<file path="src/rtl/core/splim_pkg.sv">
`timescale 1ns / 1ps
// ----------------------------------------------------------------------------
// Stereo peak limiter package
// Shared widths, constants, register indexes and controller/datapath types.
// ----------------------------------------------------------------------------
package splim_pkg;

  localparam int SAMPLE_IN_W  = 24;
  localparam int SAMPLE_OUT_W = 22;
  localparam int MAG_W        = 24;
  localparam int COEF_W       = 24;
  localparam int FADE_W       = 25;
  localparam int CEIL_W       = 21;
  localparam int CFG_IDX_W    = 2;
  localparam int CFG_DATA_W   = 25;
  localparam int PROD_W       = MAG_W + FADE_W;
  localparam int DIV_STEPS    = 24;
  localparam int DIV_CNT_W    = $clog2(DIV_STEPS);
  localparam int KNEE_FRAC    = 6;

  localparam logic [CFG_IDX_W-1:0] CFG_BYPASS  = 2'd0;
  localparam logic [CFG_IDX_W-1:0] CFG_RELEASE = 2'd1;
  localparam logic [CFG_IDX_W-1:0] CFG_FADE    = 2'd2;
  localparam logic [CFG_IDX_W-1:0] CFG_CEILING = 2'd3;

  localparam logic              BYPASS_RST  = 1'b0;
  localparam logic [COEF_W-1:0] RELEASE_RST = 24'd16760439;
  localparam logic [FADE_W-1:0] FADE_RST    = 25'd16777216;
  localparam logic [CEIL_W-1:0] CEILING_RST = 21'd996147;

  localparam logic [MAG_W-1:0]  ONE_Q20   = 24'd1048576;
  localparam logic [FADE_W-1:0] ONE_Q24   = 25'd16777216;
  localparam logic [MAG_W-1:0]  CLIP_LIN  = 24'd838861;
  localparam logic [MAG_W-1:0]  CLIP_KNEE = 24'd209715;

  typedef enum logic [3:0] {
    OP_NONE,
    OP_LOAD,
    OP_ENV_SET,
    OP_ENV_MUL,
    OP_ENV_WB,
    OP_GDIV_INIT,
    OP_DIV_STEP,
    OP_GAIN_MUL,
    OP_GAIN_WB,
    OP_KNEE_MUL,
    OP_KDIV_INIT,
    OP_KNEE_WB,
    OP_FADE_MUL,
    OP_FADE_WB,
    OP_OUT
  } dp_op_t;

  typedef struct packed {
    dp_op_t op;
    logic   ch;
  } dp_cmd_t;

  typedef struct packed {
    logic bypass;
    logic env_rise;
    logic env_over;
    logic knee;
    logic out_full;
  } dp_stat_t;

endpackage

</file>
<file path="src/rtl/core/splim_if.sv">
`timescale 1ns / 1ps
// ----------------------------------------------------------------------------
// Stereo peak limiter channel interfaces
// Valid/ready channels for the input bus pair and the processed output pair.
// ----------------------------------------------------------------------------
interface splim_in_if;
  import splim_pkg::*;

  logic                          valid;
  logic                          ready;
  logic signed [SAMPLE_IN_W-1:0] bus_left;
  logic signed [SAMPLE_IN_W-1:0] bus_right;

  modport source (output valid, output bus_left, output bus_right, input ready);
  modport sink (input valid, input bus_left, input bus_right, output ready);
endinterface

interface splim_out_if;
  import splim_pkg::*;

  logic                           valid;
  logic                           ready;
  logic signed [SAMPLE_OUT_W-1:0] out_left;
  logic signed [SAMPLE_OUT_W-1:0] out_right;

  modport source (output valid, output out_left, output out_right, input ready);
  modport sink (input valid, input out_left, input out_right, output ready);
endinterface

</file>
<file path="src/rtl/core/splim_ctrl.sv">
`timescale 1ns / 1ps
// ----------------------------------------------------------------------------
// Stereo peak limiter controller
// Sequences envelope, gain division, soft clip, fade and output steps.
// ----------------------------------------------------------------------------
module splim_ctrl (
  input  logic               clk,
  input  logic               rst_n,
  input  logic               in_valid,
  output logic               in_ready,
  input  splim_pkg::dp_stat_t stat,
  output splim_pkg::dp_cmd_t  cmd
);
  import splim_pkg::*;

  typedef enum logic [13:0] {
    S_IDLE      = 14'b00000000000001,
    S_ENV       = 14'b00000000000010,
    S_ENV_WB    = 14'b00000000000100,
    S_GCHK      = 14'b00000000001000,
    S_GDIV      = 14'b00000000010000,
    S_GAIN_MUL  = 14'b00000000100000,
    S_GAIN_WB   = 14'b00000001000000,
    S_KNEE      = 14'b00000010000000,
    S_KDIV_INIT = 14'b00000100000000,
    S_KDIV      = 14'b00001000000000,
    S_KNEE_WB   = 14'b00010000000000,
    S_FADE_MUL  = 14'b00100000000000,
    S_FADE_WB   = 14'b01000000000000,
    S_OUT       = 14'b10000000000000
  } state_t;

  state_t               state_r, state_nxt;
  logic                 ch_r, ch_nxt;
  logic [DIV_CNT_W-1:0] cnt_r, cnt_nxt;
  logic                 cnt_last;

  assign cnt_last = (cnt_r == DIV_CNT_W'(DIV_STEPS - 1));
  assign in_ready = (state_r == S_IDLE);

  always_comb begin
    state_nxt = state_r;
    ch_nxt    = ch_r;
    cnt_nxt   = cnt_r;
    cmd.op    = OP_NONE;
    cmd.ch    = ch_r;
    case (state_r)
      S_IDLE: begin
        ch_nxt = 1'b0;
        if (in_valid) begin
          cmd.op    = OP_LOAD;
          state_nxt = stat.bypass ? S_FADE_MUL : S_ENV;
        end
      end
      S_ENV: begin
        if (stat.env_rise) begin
          cmd.op    = OP_ENV_SET;
          state_nxt = S_GCHK;
        end else begin
          cmd.op    = OP_ENV_MUL;
          state_nxt = S_ENV_WB;
        end
      end
      S_ENV_WB: begin
        cmd.op    = OP_ENV_WB;
        state_nxt = S_GCHK;
      end
      S_GCHK: begin
        cnt_nxt = '0;
        if (stat.env_over) begin
          cmd.op    = OP_GDIV_INIT;
          state_nxt = S_GDIV;
        end else begin
          state_nxt = S_KNEE;
        end
      end
      S_GDIV: begin
        cmd.op  = OP_DIV_STEP;
        cnt_nxt = cnt_r + 1'b1;
        if (cnt_last) begin
          state_nxt = S_GAIN_MUL;
        end
      end
      S_GAIN_MUL: begin
        cmd.op    = OP_GAIN_MUL;
        state_nxt = S_GAIN_WB;
      end
      S_GAIN_WB: begin
        cmd.op = OP_GAIN_WB;
        ch_nxt = ~ch_r;
        state_nxt = ch_r ? S_KNEE : S_GAIN_MUL;
      end
      S_KNEE: begin
        if (stat.knee) begin
          cmd.op    = OP_KNEE_MUL;
          state_nxt = S_KDIV_INIT;
        end else begin
          ch_nxt = ~ch_r;
          if (ch_r) begin
            state_nxt = S_FADE_MUL;
          end
        end
      end
      S_KDIV_INIT: begin
        cmd.op    = OP_KDIV_INIT;
        cnt_nxt   = '0;
        state_nxt = S_KDIV;
      end
      S_KDIV: begin
        cmd.op  = OP_DIV_STEP;
        cnt_nxt = cnt_r + 1'b1;
        if (cnt_last) begin
          state_nxt = S_KNEE_WB;
        end
      end
      S_KNEE_WB: begin
        cmd.op    = OP_KNEE_WB;
        ch_nxt    = ~ch_r;
        state_nxt = ch_r ? S_FADE_MUL : S_KNEE;
      end
      S_FADE_MUL: begin
        cmd.op    = OP_FADE_MUL;
        state_nxt = S_FADE_WB;
      end
      S_FADE_WB: begin
        cmd.op    = OP_FADE_WB;
        ch_nxt    = ~ch_r;
        state_nxt = ch_r ? S_OUT : S_FADE_MUL;
      end
      S_OUT: begin
        if (!stat.out_full) begin
          cmd.op    = OP_OUT;
          state_nxt = S_IDLE;
        end
      end
      default: begin
        state_nxt = S_IDLE;
      end
    endcase
  end

  always_ff @(posedge clk) begin
    if (!rst_n) begin
      state_r <= S_IDLE;
      ch_r    <= 1'b0;
      cnt_r   <= '0;
    end else begin
      state_r <= state_nxt;
      ch_r    <= ch_nxt;
      cnt_r   <= cnt_nxt;
    end
  end

endmodule

</file>
<file path="src/rtl/core/splim_dp.sv">
`timescale 1ns / 1ps
// ----------------------------------------------------------------------------
// Stereo peak limiter datapath
// Configuration registers, envelope and fade state, shared multiplier,
// radix-2 restoring divider and the output register.
// ----------------------------------------------------------------------------
module splim_dp (
  input  logic                                     clk,
  input  logic                                     rst_n,
  input  logic                                     cfg_we,
  input  logic [splim_pkg::CFG_IDX_W-1:0]          cfg_index,
  input  logic [splim_pkg::CFG_DATA_W-1:0]         cfg_data,
  input  logic signed [splim_pkg::SAMPLE_IN_W-1:0] in_left,
  input  logic signed [splim_pkg::SAMPLE_IN_W-1:0] in_right,
  input  logic                                     out_ready,
  output logic                                     out_valid,
  output logic signed [splim_pkg::SAMPLE_OUT_W-1:0] out_left,
  output logic signed [splim_pkg::SAMPLE_OUT_W-1:0] out_right,
  input  splim_pkg::dp_cmd_t                       cmd,
  output splim_pkg::dp_stat_t                      stat
);
  import splim_pkg::*;

  logic              bypass_r, bypass_nxt;
  logic [COEF_W-1:0] rcoef_r, rcoef_nxt;
  logic [FADE_W-1:0] fstep_r, fstep_nxt;
  logic [CEIL_W-1:0] ceil_r, ceil_nxt;
  logic [MAG_W-1:0]  env_r, env_nxt;
  logic [FADE_W-1:0] fade_r, fade_nxt;
  logic              out_valid_r, out_valid_nxt;

  logic [MAG_W-1:0]        mag_r [2];
  logic [MAG_W-1:0]        mag_nxt [2];
  logic [1:0]              neg_r, neg_nxt;
  logic [MAG_W-1:0]        peak_r, peak_nxt;
  logic [PROD_W-1:0]       prod_r, prod_nxt;
  logic [MAG_W-1:0]        rem_r, rem_nxt;
  logic [MAG_W-1:0]        quo_r, quo_nxt;
  logic [MAG_W-1:0]        den_r, den_nxt;
  logic [SAMPLE_OUT_W-1:0] outl_r, outl_nxt;
  logic [SAMPLE_OUT_W-1:0] outr_r, outr_nxt;

  logic [MAG_W-1:0]  in_mag_l, in_mag_r;
  logic [MAG_W-1:0]  mag_cur;
  logic [MAG_W-1:0]  over;
  logic [MAG_W-1:0]  mul_a;
  logic [FADE_W-1:0] mul_b;
  logic [MAG_W:0]    div_t;
  logic [MAG_W:0]    div_d;
  logic              div_ge;
  logic [FADE_W-1:0] fade_prod;
  logic [FADE_W:0]   fade_sum;

  assign in_mag_l  = in_left[SAMPLE_IN_W-1] ? MAG_W'(~in_left + 1'b1) : MAG_W'(in_left);
  assign in_mag_r  = in_right[SAMPLE_IN_W-1] ? MAG_W'(~in_right + 1'b1) : MAG_W'(in_right);
  assign mag_cur   = mag_r[cmd.ch];
  assign over      = mag_cur - CLIP_LIN;
  assign div_t     = {rem_r, quo_r[MAG_W-1]};
  assign div_d     = div_t - {1'b0, den_r};
  assign div_ge    = (div_t >= {1'b0, den_r});
  assign fade_prod = prod_r[PROD_W-1:24];
  assign fade_sum  = {1'b0, fade_r} + {1'b0, fstep_r};

  assign stat.bypass   = bypass_r;
  assign stat.env_rise = (peak_r > env_r);
  assign stat.env_over = (env_r > MAG_W'(ceil_r));
  assign stat.knee     = (mag_cur > CLIP_LIN);
  assign stat.out_full = out_valid_r & ~out_ready;

  assign out_valid = out_valid_r;
  assign out_left  = outl_r;
  assign out_right = outr_r;

  always_comb begin
    case (cmd.op)
      OP_ENV_MUL: begin
        mul_a = env_r - peak_r;
        mul_b = {1'b0, rcoef_r};
      end
      OP_GAIN_MUL: begin
        mul_a = mag_cur;
        mul_b = {1'b0, quo_r};
      end
      OP_KNEE_MUL: begin
        mul_a = over;
        mul_b = {1'b0, CLIP_KNEE};
      end
      default: begin
        mul_a = mag_cur;
        mul_b = fade_r;
      end
    endcase
  end

  always_comb begin
    bypass_nxt    = bypass_r;
    rcoef_nxt     = rcoef_r;
    fstep_nxt     = fstep_r;
    ceil_nxt      = ceil_r;
    env_nxt       = env_r;
    fade_nxt      = fade_r;
    out_valid_nxt = out_valid_r & ~out_ready;
    mag_nxt[0]    = mag_r[0];
    mag_nxt[1]    = mag_r[1];
    neg_nxt       = neg_r;
    peak_nxt      = peak_r;
    prod_nxt      = prod_r;
    rem_nxt       = rem_r;
    quo_nxt       = quo_r;
    den_nxt       = den_r;
    outl_nxt      = outl_r;
    outr_nxt      = outr_r;

    if (cfg_we) begin
      case (cfg_index)
        CFG_BYPASS:  bypass_nxt = cfg_data[0];
        CFG_RELEASE: rcoef_nxt  = cfg_data[COEF_W-1:0];
        CFG_FADE:    fstep_nxt  = cfg_data[FADE_W-1:0];
        CFG_CEILING: ceil_nxt   = cfg_data[CEIL_W-1:0];
        default: ;
      endcase
    end

    case (cmd.op)
      OP_LOAD: begin
        mag_nxt[0] = in_mag_l;
        mag_nxt[1] = in_mag_r;
        neg_nxt    = {in_right[SAMPLE_IN_W-1], in_left[SAMPLE_IN_W-1]};
        peak_nxt   = (in_mag_l > in_mag_r) ? in_mag_l : in_mag_r;
      end
      OP_ENV_SET: begin
        env_nxt = peak_r;
      end
      OP_ENV_MUL, OP_GAIN_MUL, OP_KNEE_MUL, OP_FADE_MUL: begin
        prod_nxt = PROD_W'(mul_a) * PROD_W'(mul_b);
      end
      OP_ENV_WB: begin
        env_nxt = peak_r + prod_r[47:24];
      end
      OP_GDIV_INIT: begin
        rem_nxt = MAG_W'(ceil_r);
        quo_nxt = '0;
        den_nxt = env_r;
      end
      OP_DIV_STEP: begin
        rem_nxt = div_ge ? div_d[MAG_W-1:0] : div_t[MAG_W-1:0];
        quo_nxt = {quo_r[MAG_W-2:0], div_ge};
      end
      OP_GAIN_WB: begin
        mag_nxt[cmd.ch] = prod_r[47:24];
      end
      OP_KDIV_INIT: begin
        rem_nxt = prod_r[41:18];
        quo_nxt = {prod_r[17:0], KNEE_FRAC'(0)};
        den_nxt = over + CLIP_KNEE;
      end
      OP_KNEE_WB: begin
        mag_nxt[cmd.ch] = CLIP_LIN + MAG_W'(quo_r[MAG_W-1:KNEE_FRAC]);
      end
      OP_FADE_WB: begin
        mag_nxt[cmd.ch] = (fade_prod > FADE_W'(ONE_Q20)) ? ONE_Q20 : fade_prod[MAG_W-1:0];
      end
      OP_OUT: begin
        outl_nxt      = neg_r[0] ? SAMPLE_OUT_W'(~mag_r[0] + 1'b1) : mag_r[0][SAMPLE_OUT_W-1:0];
        outr_nxt      = neg_r[1] ? SAMPLE_OUT_W'(~mag_r[1] + 1'b1) : mag_r[1][SAMPLE_OUT_W-1:0];
        out_valid_nxt = 1'b1;
        if (fade_r < ONE_Q24) begin
          fade_nxt = (fade_sum > {1'b0, ONE_Q24}) ? ONE_Q24 : fade_sum[FADE_W-1:0];
        end
      end
      default: ;
    endcase
  end

  always_ff @(posedge clk) begin
    if (!rst_n) begin
      bypass_r    <= BYPASS_RST;
      rcoef_r     <= RELEASE_RST;
      fstep_r     <= FADE_RST;
      ceil_r      <= CEILING_RST;
      env_r       <= '0;
      fade_r      <= '0;
      out_valid_r <= 1'b0;
    end else begin
      bypass_r    <= bypass_nxt;
      rcoef_r     <= rcoef_nxt;
      fstep_r     <= fstep_nxt;
      ceil_r      <= ceil_nxt;
      env_r       <= env_nxt;
      fade_r      <= fade_nxt;
      out_valid_r <= out_valid_nxt;
    end
  end

  always_ff @(posedge clk) begin
    mag_r[0] <= mag_nxt[0];
    mag_r[1] <= mag_nxt[1];
    neg_r    <= neg_nxt;
    peak_r   <= peak_nxt;
    prod_r   <= prod_nxt;
    rem_r    <= rem_nxt;
    quo_r    <= quo_nxt;
    den_r    <= den_nxt;
    outl_r   <= outl_nxt;
    outr_r   <= outr_nxt;
  end

endmodule

</file>
<file path="src/rtl/core/stereo_peak_limiter_softclip.sv">
`timescale 1ns / 1ps
// The shared radix-2 divider runs up to three 24-step divisions per transaction (gain, then
// one knee per channel), and the single shared multiplier forms the envelope, gain, knee and
// fade products. A new transaction is taken as soon as the result is registered, while that
// result may still wait on the output. Synchronous active-low reset returns the configuration
// registers to defaults and clears envelope and fade.
// ----------------------------------------------------------------------------
// Stereo peak limiter with soft clipper
// Top level: linked peak envelope limiter, soft knee clipper and start-up fade.
// ----------------------------------------------------------------------------
module stereo_peak_limiter_softclip (
  input  logic                             clk,
  input  logic                             rst_n,
  splim_in_if.sink                         in_chan,
  splim_out_if.source                      out_chan,
  input  logic                             cfg_we,
  input  logic [splim_pkg::CFG_IDX_W-1:0]  cfg_index,
  input  logic [splim_pkg::CFG_DATA_W-1:0] cfg_data
);
  import splim_pkg::*;

  dp_cmd_t                 cmd;
  dp_stat_t                stat;
  logic                    in_ready;
  logic                    out_valid;
  logic [SAMPLE_OUT_W-1:0] out_left;
  logic [SAMPLE_OUT_W-1:0] out_right;

  assign in_chan.ready      = in_ready;
  assign out_chan.valid     = out_valid;
  assign out_chan.out_left  = out_left;
  assign out_chan.out_right = out_right;

  splim_ctrl u_ctrl (
    .clk      (clk),
    .rst_n    (rst_n),
    .in_valid (in_chan.valid),
    .in_ready (in_ready),
    .stat     (stat),
    .cmd      (cmd)
  );

  splim_dp u_dp (
    .clk       (clk),
    .rst_n     (rst_n),
    .cfg_we    (cfg_we),
    .cfg_index (cfg_index),
    .cfg_data  (cfg_data),
    .in_left   (in_chan.bus_left),
    .in_right  (in_chan.bus_right),
    .out_ready (out_chan.ready),
    .out_valid (out_valid),
    .out_left  (out_left),
    .out_right (out_right),
    .cmd       (cmd),
    .stat      (stat)
  );

endmodule

</file>
<file path="src/flat_wrapper.sv">
// flat-port wrapper written by rule: the top's interface ports become plain ports
module stereo_peak_limiter_softclip_flat import splim_pkg::*;
  (clk, rst_n, cfg_we, cfg_index, cfg_data, in_chan_valid, in_chan_bus_left, in_chan_bus_right, in_chan_ready, out_chan_valid, out_chan_out_left, out_chan_out_right, out_chan_ready);
  splim_in_if in_chan_i ();
  splim_out_if out_chan_i ();
  input  logic clk;
  input  logic rst_n;
  input  logic cfg_we;
  input  logic [splim_pkg::CFG_IDX_W-1:0] cfg_index;
  input  logic [splim_pkg::CFG_DATA_W-1:0] cfg_data;
  input wire logic [$bits(in_chan_i.valid)-1:0] in_chan_valid;
  input wire logic [$bits(in_chan_i.bus_left)-1:0] in_chan_bus_left;
  input wire logic [$bits(in_chan_i.bus_right)-1:0] in_chan_bus_right;
  output wire logic [$bits(in_chan_i.ready)-1:0] in_chan_ready;
  output wire logic [$bits(out_chan_i.valid)-1:0] out_chan_valid;
  output wire logic [$bits(out_chan_i.out_left)-1:0] out_chan_out_left;
  output wire logic [$bits(out_chan_i.out_right)-1:0] out_chan_out_right;
  input wire logic [$bits(out_chan_i.ready)-1:0] out_chan_ready;
  assign in_chan_i.valid = in_chan_valid;
  assign in_chan_i.bus_left = in_chan_bus_left;
  assign in_chan_i.bus_right = in_chan_bus_right;
  assign in_chan_ready = in_chan_i.ready;
  assign out_chan_valid = out_chan_i.valid;
  assign out_chan_out_left = out_chan_i.out_left;
  assign out_chan_out_right = out_chan_i.out_right;
  assign out_chan_i.ready = out_chan_ready;
  stereo_peak_limiter_softclip u_core (.clk(clk), .rst_n(rst_n), .in_chan(in_chan_i), .out_chan(out_chan_i), .cfg_we(cfg_we), .cfg_index(cfg_index), .cfg_data(cfg_data));
endmodule
</file>
<file path="config.mk">
export PLATFORM = sky130hd
export DESIGN_NAME = stereo_peak_limiter_softclip_flat
export DESIGN_NICKNAME = d
export VERILOG_FILES = /design/src/rtl/core/splim_pkg.sv /design/src/rtl/core/splim_if.sv /design/src/rtl/core/splim_ctrl.sv /design/src/rtl/core/splim_dp.sv /design/src/rtl/core/stereo_peak_limiter_softclip.sv /design/src/flat_wrapper.sv
export SDC_FILE = /design/constraint.sdc
export NUM_CORES = 2
export LEC_CHECK = 0
export BUFFER_PORTS_ARGS = -buffer_cell sky130_fd_sc_hd__buf_4
export CORE_ASPECT_RATIO = 1.25
export CORE_MARGIN = 2
export CORE_UTILIZATION = 40
export CTS_BUF_LIST = sky130_fd_sc_hd__clkbuf_2 sky130_fd_sc_hd__clkbuf_4 sky130_fd_sc_hd__clkbuf_8
export CTS_CLUSTER_DIAMETER = 40
export DETAILED_ROUTE_END_ITERATION = 6
export GPL_ROUTABILITY_DRIVEN = 1
export PLACE_DENSITY = 0.55
export SYNTH_ARGS = -nofsm -noshare
export SYNTH_HDL_FRONTEND = slang
export SYNTH_HIERARCHICAL = 1
export SYNTH_SLANG_ARGS = --single-unit
</file>
<file path="constraint.sdc">
create_clock -name clk -period 13.88 [get_ports clk]
set_input_delay 2.082 -clock clk [delete_from_list [all_inputs] [get_ports clk]]
set_output_delay 2.082 -clock clk [all_outputs]
set_load 0.01 [all_outputs]
</file>
==> qor.csv <==
stage;metric;value;unit
synthesis;Synth Register Bits;380;
clock_network;Reg clk slew, reported paths;70;ps
synthesis;cell taking the most area after synthesis;fa_1;
finish;Non-Filler Instances;6647;
sta;fmax;75.5;MHz
synthesis;Post-Syn Nets;6005;
detailed_routing;DRC viols;2;
synthesis;number of synthesized flops with an enable pin;239;
sta;Hold Fails Final Rpt;0;
detailed_routing;DR vias;37186;
detailed_routing;wire per inst;23.9;um
placed_design;Placed Instance Area;47300;um2
placed_design;Port Buffers;125;
critical_path;critical-path maximum fanout;21;
synthesis;Syn Inst Count;5090;
finish;layout cells sized above 1;0.0846;
power_and_ir_drop;Sw Pwr;0.00163;W
detailed_routing;Routed WL;159000;um
synthesis;Yosys top cell area share;0.228;
global_route;total global-route track usage;0.279;
synthesis;async set-reset flop share out of synthesis;0;
synthesis;synthesized area per cell;8.77;um2
finish;Layout Nets;6050;
sta;worst slew pin tran;1170;ps
global_route;maximum number of pins on one net before global-route repair;67;
critical_path;crit-path max cell delay;570;ps
power_and_ir_drop;Sw Share;0.407;
global_route;grt ovf;0;
power_and_ir_drop;Cell Int Power;0.00238;W
floorplanning;Core Box Area;111000;um2
synthesis;top_reg_cell synth;edfxtp_1;
detailed_routing;First DRT Iteration DRCs;2838;
floorplanning;Starting Density;0.402;
power_and_ir_drop;peak supply drop;0.0740;mV
critical_path;Worst path slowest cell;fa_1;
synthesis;largest cells by area after synthesis;fa_1, edfxtp_1, ha_1;
sta;Slew HR;0.211;
clock_network;CTS sink cnt;380;
global_route;initial antenna violation count;2;
placed_design;placed cells;6526;
critical_path;CP Class;flop to flop;
sta;Tcrit/Tclk final;0.954;
critical_path;CP endpoint kind;flop;
critical_path;WP data arrival;13680;ps
synthesis;post-synthesis sequential area ratio;0.224;
detailed_routing;Routed Antenna Nets;0;
floorplanning;Die Wd;303;um
critical_path;Startpoint Class;flop;
synthesis;Synth Warn #;6;
sta;Period minus WS final;13250;ps
synthesis;post-synth cell types;101;
sta;setup violators final;0;
clock_network;CTS root buf;clkbuf_8;
worst_hold_path;worst hold path type;flop to flop;
power_and_ir_drop;Final Total Pwr;0.00401;W
power_and_ir_drop;Clk pwr share;0.265;
detailed_routing;First-pass DRT Iterations;7;
clock_network;htree depth;3;
placed_design;gpl congestion;0.993;
floorplanning;die footprint;114000;um2
clock_network;clk_lat worst skew;720;ps
global_route;vias in the first global route;37768;
finish;Syn-to-layout area delta;9.05;%
clock_network;Clock Tree Buf Depth;3;
clock_network;postcts setup bufs;0;
floorplanning;IO Pins;126;
sta;TNS Setup;0;ps
clock_network;Num CTS Buffers;66;
sta;final slew viol count;0;
status;outcome;finished with violations;
floorplanning;Chip Height;378;um
critical_path;Req. time, crit path;14310;ps
status;failing checks;design-rule violations;
global_route;first-pass GRT wire length;237000;um
power_and_ir_drop;Comb pwr share;0.381;
placed_design;Detailed Place HPWL;129000;um
clock_network;CTS tree;yes;
synthesis;mapped cell area;44600;um2
floorplanning;FP Rows;137;
finish;Final Instance Area;48700;um2
detailed_routing;vias per inst;5.59;
job;Max Cap Viol;0;
power_and_ir_drop;Sequential Power Share;0.354;
power_and_ir_drop;Leakage;22.4;nW
sta;final setup skew;39.8;ps
power_and_ir_drop;PwrDens;82.4;nW/um2
critical_path;CP dominant cell by count;fa_1;
==> cells in the mapped netlist (34+ instances only) <==
cell	n
nand2_1	796
o21ai_0	234
nand3_1	85
a21oi_1	221
nor2_1	359
and3_1	34
dfxtp_1	141
fa_1	508
edfxtp_1	239
xnor2_1	150
nand2b_1	39
clkbuf_1	215
nor3_1	42
mux2i_1	93
a22oi_1	43
o21a_1	36
nor2b_1	37
inv_1	690
and2_1	65
ha_1	327
xor2_1	108
a21o_1	65
==> through the flow <==
step	hold slack, ps	setup WS (ps)	util
6_report	466	632	0.438
4_1_cts	464	316	0.438
3_3_place_gp	447	600	0.426
3_5_place_dp	450	351	0.426
5_1_grt	479	-1.76	0.438
2_1_floorplan	436	1920	-
==> state kept, by name (all words and copies together) (netlist names), 22 cells and up <==
register	flops
u_core/u_dp/prod_r	49
u_core/u_dp/mag_r	48
u_core/u_dp/fade_r	25
u_core/u_dp/fstep_r	25
u_core/u_dp/den_r	24
u_core/u_dp/env_r	24
u_core/u_dp/peak_r	24
u_core/u_dp/quo_r	24
u_core/u_dp/rcoef_r	24
u_core/u_dp/rem_r	24
u_core/u_dp/out_left	22
u_core/u_dp/out_right	22
==> repair_timing <==
action                                  4_1_cts  5_1_grt
hold buffers                                  0        0
endpoints found under the setup margin        0        8
gates resized for setup                       0        5
==> cell usage in the layout, fill, tap and decap left out, drive strengths merged, types with 108 or more instances in the layout <==
cell,synthesis,routed
buf,32,224
edfxtp,239,239
nor2,361,361
ha,327,327
dfxtp,141,141
nand2,797,797
xor2,108,108
fa,508,508
o21ai,247,247
xnor2,150,150
inv,692,694
a21oi,222,222
==> layer usage <==
metal	track usage	vias up	share of wire
met3	0.0433	316	0.065
met5	0	-	0
met2	0.471	1272	0.48
li1	-	17017	-
met4	0.140	0	0.056
met1	0.346	18581	0.40
==> worst max-delay path: cells and delay by family, from the launching register on <==
family	cells	cell delay, ps
buffers and inverters	5	690
adders and majority gates	9	4130
and+or+nand+nor	10	2760
AOI/OAI and AO/OA	16	4860
DFF	1	490
==> power by group through the flow <==
stage                     Combinational (W)  Sequential, W  Clock, W
after floorplan                     0.00101        0.00137         0
after global placement              0.00150        0.00144         0
after detailed placement            0.00150        0.00144         0
after CTS                           0.00151        0.00142   0.00109
after global routing                0.00166        0.00142   0.00113
final                               0.00153        0.00142   0.00106
==> cells by family (layout without fill, tap and decap cells) <==
| group | count (synthesis) | count (layout) | synth area share |
|---|---|---|---|
| compound gates | 938 | 938 | 0.136 |
| xor+xnor | 258 | 258 | 0.0506 |
| fa+ha+maj | 835 | 835 | 0.319 |
| buf+inv | 940 | 1037 | 0.0808 |
| flops | 380 | 380 | 0.224 |
| mux | 106 | 106 | 0.0247 |
| other cells | 0 | 1 | 0 |
| simple gates | 1633 | 1633 | 0.164 |
==> worst paths after layout <==
kind                                            start                             endpoint  slack [ps]  cells after the start
hold / removal    u_core/u_dp/fstep_r[0]$_SDFFE_PN0P_  u_core/u_dp/fstep_r[0]$_SDFFE_PN0P_         470                      2
hold reg to reg   u_core/u_dp/fstep_r[0]$_SDFFE_PN0P_  u_core/u_dp/fstep_r[0]$_SDFFE_PN0P_         470                      2
setup reg to reg      u_core/u_ctrl/ch_r$_SDFFE_PN0P_     u_core/u_dp/prod_r[45]$_DFFE_PP_         630                     40
setup / recovery      u_core/u_ctrl/ch_r$_SDFFE_PN0P_     u_core/u_dp/prod_r[45]$_DFFE_PP_         630                     40
==> area by class of cell <==
class	count	area, um2
Sequential cell	380	10000
Inverter	693	2600
Tap cell	1459	1830
Clock inverter	33	234
Timing Repair Buffer	224	1680
Fill cell	11133	62400
Multi-Input combinational cell	3770	31200
Clock buffer	87	1100
Antenna cell	1	2.50
Note: power is estimated with default switching activity, not from simulation.
